<file path="config.mk">
export PLATFORM = sky130hd
export DESIGN_NAME = lc3x_ram
export DESIGN_NICKNAME = d
export VERILOG_FILES = /design/src/design/lc3x_ram.sv
export SDC_FILE = /design/constraint.sdc
export NUM_CORES = 2
export LEC_CHECK = 0
export ABC_CLOCK_PERIOD_IN_PS = 3430
export BUFFER_PORTS_ARGS = -buffer_cell sky130_fd_sc_hd__buf_2
export CORE_MARGIN = 5
export CORE_UTILIZATION = 47
export CTS_CLUSTER_SIZE = 8
export DETAILED_ROUTE_END_ITERATION = 10
export SKIP_CTS_REPAIR_TIMING = 1
export SLEW_MARGIN = 0
export SYNTH_ARGS = -nofsm -noshare
export SYNTH_HDL_FRONTEND = slang
export SYNTH_SLANG_ARGS = --single-unit
</file>
<file path="constraint.sdc">
create_clock -name clk_i -period 3.43 [get_ports clk_i]
set_input_delay 0 -clock clk_i [delete_from_list [all_inputs] [get_ports clk_i]]
set_output_delay 0 -clock clk_i [all_outputs]
set_load 0.05 [all_outputs]
</file>
<file path="src/design/lc3x_ram.sv">
// Generic single-port RAM with registered read data.
`default_nettype none
module lc3x_ram #(
  parameter int Width = 16,
  parameter int Depth = 256
) (
  input  wire logic                     clk_i,
  input  wire logic                     we_i,
  input  wire logic                     re_i,
  input  wire logic [$clog2(Depth)-1:0] addr_i,
  input  wire logic [Width-1:0]         wdata_i,
  output logic [Width-1:0]              rdata_o
);

  logic [Width-1:0] mem_q [Depth];

  // Write or read one word per cycle
  always_ff @(posedge clk_i) begin
    if (we_i) begin
      mem_q[addr_i] <= wdata_i;
    end
    if (re_i) begin
      rdata_o <= mem_q[addr_i];
    end
  end

endmodule
`default_nettype wire

</file>
==> impl_results.md <==
- Share of synthesized area occupied by flip-flops and latches: 0.7938
- Routed length per placed instance: around 34 um
- Area overhead of the layout relative to synthesis: 18.04%
- Pre-CTS setup slack: -368.7 ps
- Worst-case clock buffer depth: 4
- Vertical die dimension: 585.3 um
- Final number of hold-violating endpoints: 0
- Number of enable-type register cells in the synthesized netlist: slightly above 4000
- Leading post-synthesis cells by instance count: 4112 x sky130_fd_sc_hd__edfxtp_1, 1024 x sky130_fd_sc_hd__mux4_2, 512 x sky130_fd_sc_hd__a22oi_1
- Count of standard-cell rows: 211
- Iteration-0 DRC Markers: 9365
- Setup_tns: 0 ps
- H-tree levels: 6
- Mean Syn Cell Area: roughly 23 um^2
- Library cell with the highest instance count after synthesis: sky130_fd_sc_hd__edfxtp_1
- Number of global-route vias before repair: roughly 79000
- Area of the multi-input gates: 0.03074 mm^2
- Maximum net fanout on the critical path: 1
- Critical-path top delay cell: sky130_fd_sc_hd__dlygate4sd3_1
- Clock tree from TritonCTS: yes
- Detail Placement HPWL: around 250000 um
- Unrepaired setup endpoints after global routing: no
- Biggest area consumer among synthesized cells: sky130_fd_sc_hd__edfxtp_1
- Maximum single-stage delay on the critical path: between 500 and 600 ps
- Fraction of layout cells with a size suffix above 1: 0.3347
- Gate count of the mapped netlist: 6727
- Top Family by Delay on Critical Path: compound AO/OA/AOI/OAI gates
- Sink Count: 4112
- Global placement routability congestion: 0.8305
- Global-route met1 utilization: 0.3406
- Slew margin rel.: 0.1348
- Arr. time, crit path: just over 4000 ps
- Post-route setup slack: ~170 ps
- Peak ir drop on the vdd network: around 0.47 mV
- Worst slew pin tran: 1298 ps
- Die area: about 0.34 mm^2
- Kind of start point of the critical path: flip-flop
- Wire length of the first global-routing pass: 599100 um
- Count of input and output buffers: 42
- Layout Nets: slightly below 8000
- Remaining routing DRC violations: 0
- Startpoint of the worst register-to-register path: mem_q[107][4]
- Crit path cell chain: mux4_2, a22oi_1, a21oi_1, buf_4, o41ai_2, buf_4, nand4_1, dlygate4sd3_1
- Status: completed
- # IOs: 43
- Final global-route overflow total: 0
- Detailed Routing Iterations Pass 1: 6
- Critical path data required time: around 4200 ps
- Fraction of registers with async set/reset: 0
- Clock edge transition at the registers on the reported setup and hold paths: 50 ps
- Largest net degree at the start of global routing: between 100 and 150
- Most frequently used flop master after synthesis: sky130_fd_sc_hd__edfxtp_1
- Final setup violation count: 0
- Clock tree skew after final layout: 64.75 ps
- Number of CTS-inserted buffers: around 590
- Synth Warn #: 0
- Worst path buffer plus inverter count: 3
- Core Footprint: around 0.33 mm^2
- Initial Util: 0.4714
- Library cell used as clock root buffer: sky130_fd_sc_hd__clkbuf_16
- Pins Over Slew Limit: 0
- GR met2 Demand/Resource: 0.3961
- Yosys top cell area share: 0.7938
- Most frequent CP cell: sky130_fd_sc_hd__buf_4
- Start point of the critical path: mem_q[107][4]
- Count of state elements after synthesis: between 4000 and 5000
- Launch point of the worst hold path: addr_i[4]
- Number of fill cells: between 20000 and 25000
- Latest clock arrival within the worst-skew pair: ~1000 ps
- Startpoint-to-endpoint class of the critical path: flip-flop to flip-flop
- Most used routing layer in global routing: met2
- Total power per unit cell area: between 600 and 700 mW/mm^2
- Number of antenna violations at the first check in global routing: 21
- Number of nets still failing antenna checks after routing: 0
- Via count: just under 80000
- Number of distinct standard cells referenced by the synthesized netlist: 21
- FMAX: around 0.3 GHz
- Min-Delay Path Class: input port to flip-flop
- Width of the die: 585.3 um
- Leakage dissipation: about 58 nW
- Area of the mapped netlist: 0.1556 mm^2
- Period Utilization, post-route: 0.9498
- Net Count, Synth: 6754
- Via density per instance: ~6.3
- All-Layer GR Usage: 0.2450
- Main area contributors after synthesis: sky130_fd_sc_hd__edfxtp_1 79%, sky130_fd_sc_hd__mux4_2 15%, sky130_fd_sc_hd__a22oi_1 2.5%
- Grt met3 use: 0.04986
- Maximum Capacitance Violations: 0
- Clock period minus final worst setup slack: 3258 ps
- Area of all sequential standard cells: 0.1235 mm^2
- CP Capture Type: flip-flop
- Wire length reported by the detailed router: between 400000 and 500000 um
[final timing paths]
check / end / slack, ps / cells past startpoint
hold / removal: mem_q[228][0] / 6 / 5
setup / recovery: rdata_o[4] / 170 / 8
hold reg to reg: rdata_o[13] / 1080 / 5
setup reg to reg: rdata_o[4] / 170 / 8
[metrics by stage]
stage | util | cells | hold slack [ps] | total power (W) | area [um^2]
6_report | 0.5564 | 12190 | 5.977 | 0.1123 | 183600
5_1_grt | 0.5564 | 12179 | 16.26 | 0.1156 | 183600
4_1_cts | 0.5556 | 12154 | -611.7 | 0.1132 | 183400
3_5_place_dp | 0.5067 | 11503 | 493.1 | 0.06179 | 167200
3_3_place_gp | 0.5066 | 11503 | 481.2 | 0.06170 | 167200
2_1_floorplan | - | 6727 | 98.87 | 0.05897 | 155600
[sequential cells by signal (all words and copies together), names as in the netlist]
register  cells
mem_q      4096
rdata_o      16
[power by group]
group / internal, W / leakage [nW] / switching (W) / total (W)
logic: 0.00187 / 13.0 / 0.00335 / 0.00522
registers: 0.0556 / 37.0 / 0.0000736 / 0.0556
clock network: 0.0307 / 7.84 / 0.0207 / 0.0515
total: 0.0882 / 57.8 / 0.0242 / 0.112
[cells in the final DEF, fill, tap and decap left out, drive strengths merged]
cell type,n
nand2b,6
diode,12
nor2,232
or2,2
inv,15
nand2,28
nor2b,7
or3,1
nand3,13
o41ai,64
buf,830
and2,3
clkbuf,592
a22oi,512
clkinvlp,1
edfxtp,4112
mux4,1024
bufinv,2
nor3,30
dlygate4sd3,24
clkinv,42
nand4,16
a21oi,256
[per-layer routing]
layer	vias up	part of all wire
met3	670	0.083
met5	-	0.00014
met2	3783	0.49
met1	41903	0.39
li1	30868	-
met4	10	0.030
[kinds of logic (layout without fill, tap and decap cells)]
group,Yosys count,count (layout),share of synthesized area
flops,4112,4112,0.7938
mux,1024,1024,0.1483
compound gates,832,832,0.03655
buf+inv,421,1506,0.01236
simple gates,338,338,0.009065
other cells,0,12,0
[worst reg2reg max path: cells and delay by family, from the launching register on]
family | cells | cell delay, ps
flip-flops | 1 | 360
AO/OA/AOI/OAI | 3 | 1070
multiplexers | 1 | 480
buffers and inverters | 3 | 1010
AND/OR/NAND/NOR | 1 | 90
[area by class of cell]
| class | count | area share |
|---|---|---|
| timing repair buffer | 854 | 0.04222 |
| multi-input combinational | 2194 | 0.1674 |
| antenna | 12 | 0.0001635 |
| clock buffer | 592 | 0.08033 |
| tap | 4366 | 0.02975 |
| clock inverter | 59 | 0.007679 |
| sequential | 4112 | 0.6724 |
| inverter | 1 | 0.00002044 |
Note: power is estimated with default switching activity, not from simulation.
